## config.mk

```make
export PLATFORM = sky130hd
export DESIGN_NAME = url_percent_decoder
export DESIGN_NICKNAME = d
export VERILOG_FILES = /design/src/rtl/upd_pkg.sv /design/src/rtl/upd_front.sv /design/src/rtl/upd_queue.sv /design/src/rtl/upd_back.sv /design/src/rtl/url_percent_decoder.sv
export SDC_FILE = /design/constraint.sdc
export NUM_CORES = 1
export LEC_CHECK = 0
export ABC_AREA = 1
export BUFFER_PORTS_ARGS = -buffer_cell sky130_fd_sc_hd__buf_2
export CAP_MARGIN = 20
export CORE_ASPECT_RATIO = 0.8
export CORE_MARGIN = 2
export CORE_UTILIZATION = 60
export CTS_BUF_LIST = sky130_fd_sc_hd__clkbuf_16
export DETAILED_ROUTE_END_ITERATION = 16
export PLACE_DENSITY = 0.78
export SLEW_MARGIN = 0
export SYNTH_ARGS = -nofsm -noshare
export SYNTH_HDL_FRONTEND = slang
export SYNTH_SLANG_ARGS = --single-unit
```

## constraint.sdc

```tcl
create_clock -name clk -period 3.9 [get_ports clk]
set_input_delay 0.78 -clock clk [delete_from_list [all_inputs] [get_ports clk]]
set_output_delay 0.78 -clock clk [all_outputs]
set_load 0.01 [all_outputs]
```

## src/rtl/upd_pkg.sv

```systemverilog
// Shared types, character constants and hex helpers for the URL percent decoder.
// No dependencies; imported by every module of the block.
package upd_pkg;

  localparam logic [7:0] CH_PERCENT = 8'h25;
  localparam logic [7:0] CH_PLUS    = 8'h2B;
  localparam logic [7:0] CH_SPACE   = 8'h20;

  localparam int unsigned MAX_OUT   = 3;   // results one input can cause
  localparam int unsigned IDX_W     = $clog2(MAX_OUT);
  localparam int unsigned CNT_W     = $clog2(MAX_OUT + 1);

  localparam int unsigned QDEPTH    = 4;   // entries in the front-to-back queue
  localparam int unsigned QPTR_W    = $clog2(QDEPTH);
  localparam int unsigned QCNT_W    = $clog2(QDEPTH + 1);

  // Escape tracking state, one-hot.
  typedef enum logic [2:0] {
    PH_IDLE  = 3'b001,   // no escape pending
    PH_PCT   = 3'b010,   // '%' seen
    PH_DIGIT = 3'b100    // '%' and one hex digit seen
  } upd_phase_t;

  // Work handed from the front to the back: the bytes one input produced.
  typedef struct packed {
    logic [MAX_OUT-1:0][7:0] bytes;   // bytes[0] goes out first
    logic [CNT_W-1:0]        cnt;     // 1..MAX_OUT when queued
    logic                    fin;     // caused by the final input byte
  } upd_burst_t;

  // Queue status seen by both sides.
  typedef struct packed {
    logic full;
    logic empty;
  } upd_qstat_t;

  function automatic logic upd_is_hex(input logic [7:0] c);
    upd_is_hex = (c >= 8'h30 && c <= 8'h39) || (c >= 8'h41 && c <= 8'h46) ||
                 (c >= 8'h61 && c <= 8'h66);
  endfunction

  // Only meaningful for a hex character.
  function automatic logic [3:0] upd_hex_val(input logic [7:0] c);
    upd_hex_val = c[6] ? (c[3:0] + 4'd9) : c[3:0];
  endfunction

endpackage

```

## src/rtl/upd_front.sv

```systemverilog
// Front end: accepts raw bytes, tracks the escape state, forms result bursts.
// Depends on upd_pkg.
module upd_front import upd_pkg::*; (
  input  logic       clk,
  input  logic       rst_n,
  input  logic       in_tvalid,
  output logic       in_tready,
  input  logic [7:0] in_tdata,    // [7:0] in_byte
  input  logic       in_tlast,    // in_final
  input  upd_qstat_t qstat,
  output logic       push,
  output upd_burst_t burst
);

  upd_phase_t phase_r, phase_nxt;
  logic [7:0] held_r, held_nxt;
  logic       acc, hx, fresh_pct;
  logic [7:0] fresh_byte;

  assign in_tready = !qstat.full;
  assign acc       = in_tvalid && in_tready;

  always_comb begin
    hx         = upd_is_hex(in_tdata);
    fresh_pct  = (in_tdata == CH_PERCENT) && !in_tlast;
    fresh_byte = (in_tdata == CH_PLUS) ? CH_SPACE : in_tdata;
    burst.bytes = '0;
    burst.cnt   = '0;
    burst.fin   = in_tlast;
    phase_nxt   = PH_IDLE;
    held_nxt    = held_r;
    unique case (phase_r)
      PH_PCT: begin
        if (hx && !in_tlast) begin
          held_nxt  = in_tdata;
          phase_nxt = PH_DIGIT;
        end else if (hx) begin
          burst.bytes[0] = CH_PERCENT;
          burst.bytes[1] = in_tdata;
          burst.cnt      = CNT_W'(2);
        end else if (fresh_pct) begin
          // broken escape, and the breaking '%' opens a new one
          burst.bytes[0] = CH_PERCENT;
          burst.cnt      = CNT_W'(1);
          phase_nxt      = PH_PCT;
        end else begin
          burst.bytes[0] = CH_PERCENT;
          burst.bytes[1] = fresh_byte;
          burst.cnt      = CNT_W'(2);
        end
      end
      PH_DIGIT: begin
        if (hx) begin
          burst.bytes[0] = {upd_hex_val(held_r), upd_hex_val(in_tdata)};
          burst.cnt      = CNT_W'(1);
        end else if (fresh_pct) begin
          burst.bytes[0] = CH_PERCENT;
          burst.bytes[1] = held_r;
          burst.cnt      = CNT_W'(2);
          phase_nxt      = PH_PCT;
        end else begin
          burst.bytes[0] = CH_PERCENT;
          burst.bytes[1] = held_r;
          burst.bytes[2] = fresh_byte;
          burst.cnt      = CNT_W'(3);
        end
      end
      default: begin
        if (fresh_pct) begin
          phase_nxt = PH_PCT;
        end else begin
          burst.bytes[0] = fresh_byte;
          burst.cnt      = CNT_W'(1);
        end
      end
    endcase
  end

  assign push = acc && (burst.cnt != '0);

  always_ff @(posedge clk) begin
    if (!rst_n) begin
      phase_r <= PH_IDLE;
    end else if (acc) begin
      phase_r <= phase_nxt;
    end
  end

  always_ff @(posedge clk) begin
    if (acc) begin
      held_r <= held_nxt;
    end
  end

  // A final byte always produces output and leaves no escape pending.
  a_final_emits: assert property (@(posedge clk) disable iff (!rst_n)
    (acc && in_tlast) |-> push)
    else $error("final byte produced no output");
  a_final_clears: assert property (@(posedge clk) disable iff (!rst_n)
    (acc && in_tlast) |=> (phase_r == PH_IDLE))
    else $error("escape pending after final byte");

endmodule

```

## src/rtl/upd_queue.sv

```systemverilog
// Short FIFO of result bursts between front and back.
// Depends on upd_pkg.
module upd_queue import upd_pkg::*; (
  input  logic       clk,
  input  logic       rst_n,
  input  logic       push,
  input  upd_burst_t push_data,
  input  logic       pop,
  output upd_burst_t head,
  output upd_qstat_t qstat
);

  upd_burst_t              mem_r [QDEPTH];
  logic [QPTR_W-1:0]       wr_ptr_r, rd_ptr_r;
  logic [QCNT_W-1:0]       count_r, count_nxt;

  assign head        = mem_r[rd_ptr_r];
  assign qstat.full  = (count_r == QCNT_W'(QDEPTH));
  assign qstat.empty = (count_r == '0);

  always_comb begin
    count_nxt = count_r;
    if (push && !pop) begin
      count_nxt = count_r + QCNT_W'(1);
    end else if (pop && !push) begin
      count_nxt = count_r - QCNT_W'(1);
    end
  end

  always_ff @(posedge clk) begin
    if (!rst_n) begin
      wr_ptr_r <= '0;
      rd_ptr_r <= '0;
      count_r  <= '0;
    end else begin
      if (push) wr_ptr_r <= wr_ptr_r + QPTR_W'(1);
      if (pop)  rd_ptr_r <= rd_ptr_r + QPTR_W'(1);
      count_r <= count_nxt;
    end
  end

  always_ff @(posedge clk) begin
    if (push) begin
      mem_r[wr_ptr_r] <= push_data;
    end
  end

  a_no_overflow: assert property (@(posedge clk) disable iff (!rst_n)
    push |-> (!qstat.full || pop) && !(qstat.full && !pop))
    else $error("push into full queue");
  a_no_underflow: assert property (@(posedge clk) disable iff (!rst_n)
    pop |-> !qstat.empty)
    else $error("pop from empty queue");

endmodule

```

## src/rtl/upd_back.sv

```systemverilog
// Back end: walks each queued burst and drives the result register.
// Depends on upd_pkg.
module upd_back import upd_pkg::*; (
  input  logic       clk,
  input  logic       rst_n,
  input  upd_burst_t head,
  input  upd_qstat_t qstat,
  output logic       pop,
  output logic       out_tvalid,
  input  logic       out_tready,
  output logic [7:0] out_tdata,   // [7:0] out_byte
  output logic       out_tuser,   // run_end
  output logic       out_tlast    // text_end
);

  logic             valid_r, valid_nxt;
  logic [7:0]       byte_r;
  logic             run_end_r, text_end_r;
  logic [IDX_W-1:0] idx_r, idx_nxt;
  logic             ld, last;

  assign ld   = !qstat.empty && (!valid_r || out_tready);
  assign last = (CNT_W'(idx_r) == head.cnt - CNT_W'(1));
  assign pop  = ld && last;

  always_comb begin
    idx_nxt   = idx_r;
    valid_nxt = valid_r && !out_tready;
    if (ld) begin
      valid_nxt = 1'b1;
      idx_nxt   = last ? '0 : idx_r + IDX_W'(1);
    end
  end

  always_ff @(posedge clk) begin
    if (!rst_n) begin
      valid_r <= 1'b0;
      idx_r   <= '0;
    end else begin
      valid_r <= valid_nxt;
      idx_r   <= idx_nxt;
    end
  end

  always_ff @(posedge clk) begin
    if (ld) begin
      byte_r     <= head.bytes[idx_r];
      run_end_r  <= last;
      text_end_r <= last && head.fin;
    end
  end

  assign out_tvalid = valid_r;
  assign out_tdata  = byte_r;
  assign out_tuser  = run_end_r;
  assign out_tlast  = text_end_r;

  a_text_end_on_run_end: assert property (@(posedge clk) disable iff (!rst_n)
    out_tvalid |-> (!out_tlast || out_tuser))
    else $error("text end without run end");
  a_idx_in_burst: assert property (@(posedge clk) disable iff (!rst_n)
    !qstat.empty |-> (CNT_W'(idx_r) < head.cnt))
    else $error("burst index past burst length");

endmodule

```

## src/rtl/url_percent_decoder.sv

```systemverilog
// URL percent decoder top level: front end, burst queue and back end.
// Depends on upd_pkg, upd_front, upd_queue, upd_back.
//
// Decodes an encoded string streamed one byte per transfer, tlast on its
// final byte. "%XY" with two hex digits (either case) yields one byte, '+'
// yields a space, anything else passes through. A broken escape is emitted
// literally and the byte that broke it is handled afresh, so one input
// transfer yields zero to three output transfers. Each output transfer
// carries the byte in tdata, tuser high on the last byte caused by its input,
// and tlast high on the final byte of the string. A decoded %00 is an
// ordinary byte. Input is taken every cycle while the four-entry burst queue
// has room; the output side emits one byte per cycle while out_tready allows,
// so input transfers that yield one byte run at one per cycle; the queue
// absorbs multi-byte bursts. Bytes pass through the queue, then the result
// register. After reset the block is ready at once.
module url_percent_decoder import upd_pkg::*; (
  input  logic       clk,
  input  logic       rst_n,
  input  logic       in_tvalid,
  output logic       in_tready,
  input  logic [7:0] in_tdata,    // [7:0] in_byte
  input  logic       in_tlast,    // in_final
  output logic       out_tvalid,
  input  logic       out_tready,
  output logic [7:0] out_tdata,   // [7:0] out_byte
  output logic       out_tuser,   // run_end
  output logic       out_tlast    // text_end
);

  upd_qstat_t qstat;
  upd_burst_t burst, head;
  logic       push, pop;

  // Escape tracking and burst forming, one input transfer per cycle while the queue has room.
  upd_front u_front (
    .clk       (clk),
    .rst_n     (rst_n),
    .in_tvalid (in_tvalid),
    .in_tready (in_tready),
    .in_tdata  (in_tdata),
    .in_tlast  (in_tlast),
    .qstat     (qstat),
    .push      (push),
    .burst     (burst)
  );

  // Decouples input pace from output stalls and multi-byte bursts.
  upd_queue u_queue (
    .clk       (clk),
    .rst_n     (rst_n),
    .push      (push),
    .push_data (burst),
    .pop       (pop),
    .head      (head),
    .qstat     (qstat)
  );

  // Serializes each burst into output transfers through a result register.
  upd_back u_back (
    .clk        (clk),
    .rst_n      (rst_n),
    .head       (head),
    .qstat      (qstat),
    .pop        (pop),
    .out_tvalid (out_tvalid),
    .out_tready (out_tready),
    .out_tdata  (out_tdata),
    .out_tuser  (out_tuser),
    .out_tlast  (out_tlast)
  );

endmodule
```

==> qor.csv, run 1 <==
metric;value;unit
outcome;finished, final reports clean;
rsz0062_at_grt;no;
crit_path_start_kind;input port;
path_delay_family;adder cells;
finalWorstSetupSlack;0.852;ns
n_antenna_cell;0;
grt_antenna_before_repair;0;
grt.total_usage;26.9;%
reg2reg_slack;1.12;ns
fin_nets;581;
dpl.hpwl;8.23;mm
power_switching;1360;uW
chipHeight;93.9;um
power.density;659;nW/um2
path_clk_slew;0.05;ns
first_global_vias;3961;
path_buf_inv;5;
p_leak;0.00257;uW
clock_latency;0.42;ns
dr.pass1.iters;6;
r2r-end;u_queue.count_r[2];
crit_path_cell_trace;buf_2 -> inv_1 -> ha_1 -> o21ai_0 -> nand2_1 -> nand2_1 -> nand2_4 -> nor2_8 -> inv_2 -> nand3_4 -> nand2_4 -> inv_2 -> ha_1 -> inv_1 -> fa_1 -> a21oi_1 -> o21ai_0 -> o21ai_0 -> a21oi_1;
crit_type;input port to register;
yosysTopAreaCell;edfxtp_1;
hold_viol;0;
grt_max_degree;33;
critPathMaxFanout;10;
syn_area;6060;um2
holdPathEnd;u_queue.count_r[2];
fmax;328;MHz
hold_class;register to register;
cp.arrival;3.35;ns
ys_ff_latch;141;
area_delta_synth_final;14.4;%
hold_path.startpoint;u_queue.count_r[2];
synth_area_per_cell;11.7;um2
cts-root-buf;clkbuf_16;
worstSetupStartpoint;in_tdata[1];
via_count;4246;
slowest_stage;fa_1;
r2r_cells;16;
viasPerCell;6.02;
worst_ep_required_time;4.20;ns
setup_tns;0;ns
row_count;32;
grt_pass1_wl;21.0;mm
totalWireLength;13.4;mm
post_cts_buffers;0;
swShare;29.7;%
postLayoutCellArea;6940;um2
start_util;62.3;%
coreArea;9730;um2
clock_skew;0.00769;ns
pwr-share-clk;33.7;%
gr-total-overflow;0;
tightest_slew;0.772;ns
slowest_delay;0.38;ns
dieArea;10900;um2
cts.sinks;141;
crit_path_frequent_cell;o21ai_0;
combPwrFrac;23.6;%
end_kind;register;
synth_top_cell_area_share;62.4;%
drtIter0Drc;489;
setup_viol;0;
antenna_left;0;
synth-warning-count;0;
cts_made_buffers;17;
p_int;3220;uW
wl_per_cell;19.1;um
sequentialPowerShare;42.7;%
io_pins;25;
io_buffers;24;
slew_viol_final;0;
cts_hold_buf;0;
dpl-instance-area;6380;um2
drc;0;
clock_path_buffers;2;
synthCells;520;
cts_resized;0;
fin_crit_sh;78.2;%
gp_congestion;0.947;
max_cap_violations;0;
fin_crit;3.05;ns
cts_tree;yes;
dp_worst_setup_slack;0.480;ns
yosys-top-cells-area;edfxtp_1 62%, o21ai_0 5.5%, nor2_1 5.0%, dfxtp_1 5.0%, nand2_1 3.5%;
drive_above_1_share;16.3;%
min_path_cells;2;
seq_area_frac_synth;67.3;%
utilization;71.3;%
synth.distinct_cells;35;
htreeDepth;4;
die_x;116;um
synth_fp_nets;544;
slew_headroom;48.0;%
peakVddDrop;0.365;mV
cells in the final DEF, fill, tap and decap left out, types with 12 or more instances in the layout:
master	n
buf_2	24
buf_4	12
clkbuf_16	17
dfxtp_1	15
edfxtp_1	126
inv_1	32
inv_2	14
nand2_1	56
nand3_1	16
nor2_1	77
o21ai_0	67
o22ai_1	16
flip-flops by register name, indices dropped and copies added (netlist names), 2 cells and up, named ones only:
register	cells
u_queue.mem_r	108
u_back.out_tdata	8
u_front.held_r	8
u_front.phase_r	3
u_queue.count_r	3
u_back.idx_r	2
u_queue.rd_ptr_r	2
u_queue.wr_ptr_r	2
synthesized netlist by cell type:
cell,count
edfxtp_1,126
nor2_1,81
o21ai_0,67
nand2_1,56
inv_1,29
clkbuf_1,16
nand3_1,16
o22ai_1,16
dfxtp_1,15
inv_2,14
a21oi_1,11
o221ai_1,11
ha_1,10
o211ai_1,8
a32o_1,5
nor3_1,5
nand2_2,4
o21ai_1,4
xor2_1,4
nor3_4,3
nand2_4,2
nand4_1,2
nor2_2,2
xnor2_1,2
a211oi_1,1
buf_4,1
buf_6,1
clkinv_2,1
fa_1,1
inv_4,1
mux2i_1,1
nand3_2,1
nand3_4,1
nor2_8,1
o21ai_2,1
worst reg2reg max path, delay by kind of cell (launching register included):
kind,cells,cell delay (ns)
AO/OA/AOI/OAI,5,0.58
adder cells (fa/ha/maj),2,0.53
buffers and inverters,3,0.50
flip-flops,1,0.41
AND/OR/NAND/NOR,6,0.68
logic make-up after synthesis:
logic type / synth area share, %
compound gates: 12.1
fa+ha+maj: 2.39
xor+xnor: 0.867
flops: 67.3
simple gates: 13.0
buf+inv: 4.15
mux: 0.165
stage by stage:
stage,hold slack (ns),power (uW),cells
6_report,0.491,4570,705
5_1_grt,0.537,4790,705
4_1_cts,0.489,4580,705
3_5_place_dp,0.479,3050,674
3_3_place_gp,0.470,3010,674
2_1_floorplan,0.452,2690,520
power by group through the flow:
stage	clock network [uW]	registers (uW)	logic [uW]
after detailed placement	0	1980	1060
after CTS	1550	1950	1080
final	1540	1950	1080
after global placement	0	1970	1030
after global routing	1610	1970	1210
after floorplan	0	2010	676
layer usage:
layer	part of all wire, %	global-route usage, %	vias up
met5	0	0	-
met4	2.1	10.1	0
met3	9.3	7.16	26
met2	46	40.1	234
met1	43	38.1	2044
li1	-	-	1942
cell type report:
type,instances,area [um2]
Clock buffer,17,425
Clock inverter,14,136
Fill cell,677,2790
Inverter,45,173
Multi-Input combinational cell,316,1740
Sequential cell,141,4080
Tap cell,136,170
Timing Repair Buffer,36,210
worst max path at each step:
stage                     slack (ns)                  end  depth (start not counted)
after floorplan                 0.49  u_queue.mem_r[1][0]                         12
final                           0.85   u_queue.count_r[2]                         19
after CTS                       0.89   u_queue.count_r[2]                         20
after global routing            0.52   u_queue.count_r[2]                         20
after global placement          0.64   u_queue.count_r[2]                         20
after detailed placement        0.48   u_queue.count_r[2]                         20
Note: power is estimated with default switching activity, not from simulation.
==> run 2, diff against run 1 <==
ABC_AREA = 0   (was 1)
CORE_UTILIZATION = 55   (was 60)
PLACE_DENSITY = 0.75   (was 0.78)
clock period = 2.5 ns   (was 3.9 ns; I/O delays follow)
==> run 2 against run 1 <==
The flow now finishes with violations (negative setup slack). Die area rose by 7.7%. Hold slack got worse by 0.089 ns. Power rose by 59%. Clock-buffer cell count did not move. First-iteration DRC count fell by 20%. Final cell count fell by 14%. Worst setup slack got worse by 0.91 ns.
==> qor.csv, run 2 <==
metric;value;unit;change
chipHeight;97.5;um;was 93.9 um
synth_top_cell_area_share;63.0;%;was 62.4%
yosys-top-cells-area;edfxtp_1 63%, mux4_2 10%, dfxtp_1 5.0%, ha_1 2.1%, mux2i_1 2.0%;;was edfxtp_1 62%, o21ai_0 5.5%, nor2_1 5.0%, dfxtp_1 5.0%, nand2_1 3.5%
synth.most_common_cell;edfxtp_1;;unchanged
met2_usage;35.0;%;was 40.1%
synth.distinct_cells;54;;was 35
end_kind;register;;unchanged
totalWireLength;11.9;mm;was 13.4 mm
synth.top_cells.by_count;126 x edfxtp_1, 27 x mux4_2, 20 x inv_1;;was 126 x edfxtp_1, 81 x nor2_1, 67 x o21ai_0
dp_worst_setup_slack;-0.567;ns;was 0.480 ns
worst_ep_required_time;2.85;ns;was 4.20 ns
hold_class;input port to register;;was register to register
gr-usage-met1;31.6;%;was 38.1%
synth_fp_nets;386;;was 544
max_cap_violations;0;;unchanged
drive_above_1_share;36.1;%;was 16.3%
path_clk_slew;0.06;ns;was 0.05 ns
area_delta_synth_final;25.0;%;was 14.4%
coreArea;10800;um2;was 9730 um2
grt_antenna_before_repair;0;;unchanged
crit_path_cell_trace;clkbuf_4 -> inv_6 -> ha_4 -> nor3b_4 -> nor4b_2 -> a32o_1 -> or3_1 -> o211ai_2 -> ha_4 -> inv_2 -> fa_2 -> xor2_1 -> or3_1 -> a21boi_1;;was buf_2 -> inv_1 -> ha_1 -> o21ai_0 -> nand2_1 -> nand2_1 -> nand2_4 -> nor2_8 -> inv_2 -> nand3_4 -> nand2_4 -> inv_2 -> ha_1 -> inv_1 -> fa_1 -> a21oi_1 -> o21ai_0 -> o21ai_0 -> a21oi_1
fmax;392;MHz;
rsz0062_at_grt;yes;;was no
power;7260;uW;was 4570 uW
io_pins;25;;unchanged
synth-warning-count;0;;unchanged
fin_crit_sh;102;%;
row_count;34;;was 32
top_register;u_queue.mem_r;;unchanged
grt_max_degree;26;;was 33
power.density;967;nW/um2;was 659 nW/um2
viasPerCell;5.89;;was 6.02
largest_reg_flops;108;;unchanged
multi_input_area;1840;um2;was 1740 um2
crit_type;input port to register;;unchanged
drc;0;;unchanged
p_leak;0.00271;uW;was 0.00257 uW
critPathMaxFanout;3;;was 10
crit_path_start_kind;input port;;unchanged
clock_path_buffers;2;;unchanged
final_common_cell;edfxtp_1;;unchanged
die_x;121;um;was 116 um
clock_skew;0.00806;ns;was 0.00769 ns
synth_edf_count;126;;unchanged
io_buffers;24;;unchanged
finalWorstSetupSlack;-0.0539;ns;was 0.852 ns
seq_area_frac_synth;68.0;%;was 67.3%
outcome;complete, but fails checks;;was finished, final reports clean
syn_area;6000;um2;was 6060 um2
cts-root-buf;clkbuf_16;;unchanged
fill_cells;688;;was 677
cts.sinks;141;;unchanged
yosysTopAreaCell;edfxtp_1;;unchanged
gr-total-overflow;0;;unchanged
wl_per_cell;19.6;um;was 19.1 um
dpl.hpwl;8.15;mm;was 8.23 mm
n_antenna_cell;0;;unchanged
use_met3;6.16;%;was 7.16%
placed_cells_incl_taps;572;;was 674
cts_hold_buf;0;;unchanged
grt_busiest_layer;met2;;unchanged
dieArea;11800;um2;was 10,900 um2
first_global_vias;3625;;was 3,961
hold_viol;0;;unchanged
fin_crit;2.55;ns;
synth-async-reset-ratio;0;%;unchanged
synth_area_per_cell;16.6;um2;was 11.7 um2
antenna_left;0;;unchanged
gp_congestion;0.922;;was 0.947
via_count;3569;;was 4,246
slowest_delay;0.33;ns;was 0.38 ns
grt.total_usage;22.6;%;was 26.9%
setup_tns;-0.0539;ns;was 0 ns
fin_nets;473;;was 581
regArea;4090;um2;was 4080 um2
slew_headroom;51.5;%;was 48.0%
cts_made_buffers;17;;unchanged
htreeDepth;4;;unchanged
cp.arrival;2.90;ns;was 3.35 ns
synthCells;362;;was 520
tightest_slew;0.728;ns;was 0.772 ns
slowest_stage;fa_2;;was fa_1
dr.pass1.iters;5;;was 6
peakVddDrop;0.484;mV;was 0.365 mV
setup_viol;1;;was 0
cts_tree;yes;;unchanged
grt_pass1_wl;19.6;mm;was 21.0 mm
utilization;69.7;%;was 71.3%
slew_viol_final;0;;unchanged
ys_ff_latch;141;;unchanged
drtIter0Drc;393;;was 489
violations;negative setup slack;;
finalNonFillerCells;606;;was 705
final_cell_mix;126 x edfxtp_1, 53 x buf_4, 27 x mux4_2;;was 126 x edfxtp_1, 77 x nor2_1, 67 x o21ai_0
clock_latency;0.41;ns;was 0.42 ns
start_util;55.8;%;was 62.3%
synthFlopType;edfxtp_1;;unchanged
-- run 2: what timing repair did --
action | in CTS | in global routing
pin swaps | 4 | 1
hold endpoints to repair | 0 | 0
endpoints found under the setup margin | 1 | 2
resized for setup | 3 | 2
setup buffers | 1 | 1
-- run 2: routing by layer --
layer | wire (um) | vias up
met2 | 5750 | 141
li1 | - | 1601
met4 | 123 | 0
met1 | 5100 | 1815
met5 | 0 | -
met3 | 872 | 12
-- run 2: through the flow --
step | hold WS (ns) | instance area [um2]
2_1_floorplan | 0.468 | 6100
3_3_place_gp | 0.477 | 6840
3_5_place_dp | 0.495 | 6840
4_1_cts | 0.393 | 7490
5_1_grt | 0.438 | 7500
6_report | 0.402 | 7500
-- run 2: cells by family (layout without fill, tap and decap cells) --
logic type                 Yosys count  in the layout  share of synthesized area (%)
adders and majority gates           11             11                           2.42
buffers and inverters               37            137                           2.65
xor gates and xnor gates             9              9                           1.44
DFF                                141            141                           68.0
muxes                               40             40                           12.4
and+or+nand+nor                     77             77                           7.11
AOI/OAI and AO/OA                   47             47                           6.02
-- run 2: cell type report --
cell class	count	share of cell area (%)
Multi-Input combinational cell	184	24.6
Clock buffer	17	5.67
Tap cell	144	2.40
Sequential cell	141	54.5
Clock inverter	15	2.62
Inverter	21	1.28
Timing Repair Buffer	84	9.00
-- run 2: worst paths after layout --
path | start | end | slack [ns] | cells after the start
worst max-delay path | in_tdata[0] | u_queue.count_r[2] | -0.05 | 14
worst min-delay path | out_tready | u_back.out_tvalid | 0.40 | 4
worst max register to register | register | u_queue.count_r[2] | -0.04 | 10
worst min register to register | u_queue.wr_ptr_r[1] | u_queue.wr_ptr_r[1] | 0.49 | 2
-- run 2: report_power, final --
group | switching (uW) | total (uW) | internal (uW)
logic | 814 | 1620 | 809
clock network | 944 | 2610 | 1670
registers | 102 | 3020 | 2920
total | 1860 | 7260 | 5400
-- run 2: critical path, delay by kind of cell --
family	cells	cell delay [ns]
buf+inv	3	0.26
fa+ha+maj	3	0.63
compound gates	3	0.46
xor+xnor	1	0.15
simple gates	4	0.89
==> run 3, diff against run 2 <==
SETUP_SLACK_MARGIN = 0.3   (was unset)
==> run 3 against run 2 <==
The run still ends with negative setup slack left. Critical endpoint unchanged. Global-route usage increased by 3.9 points. Clock skew increased by 0.0016 ns. Clock power decreased by 13%. Register-to-register slack got worse by 0.03 ns. Power increased by 0.45%. Combinational power increased by 22%. Sequential share of layout area decreased by 3.7 points. Worst setup slack got worse by 0.012 ns. Hold slack improved by 0.028 ns. Largest cell class unchanged. Maximum frequency decreased by 0.46%. Critical path depth decreased by 4.
==> qor.csv, run 3 (same netlist as run 2, synthesis figures left out) <==
metric;value;unit;change
outcome;complete, but fails checks;;unchanged
violations;negative setup slack;;unchanged
slowest_stage;mux4_2;;was fa_2
hold_class;input port to register;;unchanged
gr-total-overflow;0;;unchanged
cts_hold_buf;0;;unchanged
finalNonFillerCells;638;;was 606
finalWorstSetupSlack;-0.0658;ns;was -0.0539 ns
clock_latency;0.42;ns;was 0.41 ns
final_common_cell;edfxtp_1;;unchanged
clock_skew;0.00969;ns;was 0.00806 ns
setup_viol;1;;unchanged
combPwrFrac;27.2;%;was 22.4%
grt_pass1_wl;22.4;mm;was 19.6 mm
wl_per_cell;23.7;um;was 19.6 um
top_register;u_queue.mem_r;;unchanged
fin_nets;505;;was 473
dieArea;11800;um2;unchanged
drive_above_1_share;39.7;%;was 36.1%
grt_antenna_before_repair;0;;unchanged
cp.arrival;2.91;ns;was 2.90 ns
r2r_cells;10;;unchanged
fin_crit_sh;103;%;was 102%
fin_crit;2.57;ns;was 2.55 ns
start_util;55.8;%;unchanged
crit_path_cell_trace;mux4_2 -> xnor2_2 -> mux2i_2 -> nand2_2 -> ha_4 -> inv_2 -> fa_2 -> xor2_1 -> or3_1 -> a21boi_1;;was clkbuf_4 -> inv_6 -> ha_4 -> nor3b_4 -> nor4b_2 -> a32o_1 -> or3_1 -> o211ai_2 -> ha_4 -> inv_2 -> fa_2 -> xor2_1 -> or3_1 -> a21boi_1
io_buffers;24;;unchanged
io_pins;25;;unchanged
grt.total_usage;26.5;%;was 22.6%
p_int;5290;uW;was 5400 uW
slew_viol_final;0;;unchanged
slowest_delay;0.54;ns;was 0.33 ns
dpl-instance-area;6900;um2;was 6840 um2
hold_viol;0;;unchanged
totalWireLength;15.1;mm;was 11.9 mm
sequentialPowerShare;41.7;%;about the same
drc;0;;unchanged
end_kind;register;;unchanged
final_cell_mix;126 x edfxtp_1, 57 x buf_4, 27 x mux4_2;;was 126 x edfxtp_1, 53 x buf_4, 27 x mux4_2
pwr-share-clk;31.1;%;was 36.0%
largest_reg_flops;108;;unchanged
dpl.hpwl;7.97;mm;was 8.15 mm
crit_type;register to register;;was input port to register
grt_max_degree;25;;was 26
holdPathEnd;u_back.out_tvalid;;unchanged
met2_length;7.76;mm;was 5.75 mm
via_count;3914;;was 3,569
hold_path.startpoint;out_tready;;unchanged
cts_tree;yes;;unchanged
min_path_cells;4;;unchanged
worst_ep_required_time;2.85;ns;about the same
path_clk_slew;0.06;ns;about the same
critPathMaxFanout;3;;unchanged
reg2reg_slack;-0.07;ns;was -0.04 ns
p_leak;0.00298;uW;was 0.00271 uW
clock_path_buffers;2;;unchanged
tightest_slew;0.678;ns;was 0.728 ns
peakVddDrop;0.534;mV;was 0.484 mV
crit_path_start_kind;register;;was input port
n_antenna_cell;0;;unchanged
postLayoutCellArea;8050;um2;was 7500 um2
die_x;121;um;unchanged
cts_made_buffers;17;;unchanged
antenna_left;0;;unchanged
max_cap_violations;0;;unchanged
dr.pass1.iters;5;;unchanged
swShare;27.4;%;was 25.6%
power.density;905;nW/um2;was 967 nW/um2
row_count;34;;unchanged
cts-root-buf;clkbuf_16;;unchanged
rsz0062_at_grt;yes;;unchanged
first_global_vias;3896;;was 3,625
power;7290;uW;was 7260 uW
viasPerCell;6.13;;was 5.89
gp_congestion;0.928;;was 0.922
drtIter0Drc;394;;was 393
htreeDepth;4;;unchanged
area_delta_synth_final;34.1;%;was 25.0%
top_layer;met4;;unchanged
met1_length;5.80;mm;was 5.10 mm
utilization;74.8;%;was 69.7%
placed_cells_incl_taps;572;;unchanged
cts.sinks;141;;unchanged
coreArea;10800;um2;unchanged
power_switching;2000;uW;was 1860 uW
chipHeight;97.5;um;unchanged
dp_worst_setup_slack;-0.533;ns;was -0.567 ns
fmax;390;MHz;was 392 MHz
slew_headroom;54.1;%;was 51.5%
dr_wl_met3;1.23;mm;was 872 um
r2r-end;u_queue.count_r[2];;unchanged
## run 3: repair_timing
item / in CTS / in global routing
endpoints found under the setup margin: 111 / 121
pin swaps: 8 / 2
gates resized for setup: 32 / 7
gates cloned: 9 / 0
buffers inserted: 20 / 5
## run 3: worst max-delay path by stage
| stage | cells after the start | to | slack, ns |
|---|---|---|---|
| after floorplan | 11 | u_queue.count_r[2] | -0.37 |
| after global placement | 14 | u_queue.count_r[2] | -0.44 |
| after detailed placement | 14 | u_queue.count_r[2] | -0.53 |
| after CTS | 10 | u_queue.count_r[2] | -0.06 |
| after global routing | 10 | u_queue.count_r[2] | -0.19 |
| final | 10 | u_queue.count_r[2] | -0.07 |
## run 3: critical path, delay by kind of cell, from the launching register on
kind / cells / cell delay [ns]
flops: 1 / 0.37
buf+inv: 1 / 0.03
compound gates: 1 / 0.12
simple gates: 2 / 0.45
fa+ha+maj: 2 / 0.47
xor+xnor: 2 / 0.32
mux: 2 / 0.72
## run 3: layer usage
metal | vias to the layer above | track usage, %
met5 | - | 0
met4 | 0 | 10.6
met3 | 30 | 7.57
met2 | 233 | 42.2
met1 | 1976 | 34.6
li1 | 1675 | -
## run 3: layout make-up
type | count | area [um2]
Clock buffer | 17 | 425
Clock inverter | 15 | 97.6
Fill cell | 563 | 2710
Inverter | 21 | 98.8
Multi-Input combinational cell | 184 | 1890
Sequential cell | 141 | 4090
Tap cell | 144 | 180
Timing Repair Buffer | 116 | 1270
## run 3: power groups by stage
stage          clock network (uW)  registers, uW  logic, uW
3_3_place_gp                    0           3050       1570
3_5_place_dp                    0           3070       1600
6_report                     2270           3040       1980
4_1_cts                      2240           3030       1880
5_1_grt                      2360           3060       2120
2_1_floorplan                   0           3110        963
## run 3: stage by stage
stage | TNS [ns] | hold WS (ns)
finish | -0.0658 | 0.430
global route | -0.340 | 0.429
CTS | -0.0866 | 0.419
detailed placement | -22.92 | 0.497
global placement | -16.51 | 0.479
floorplan | -6.59 | 0.468
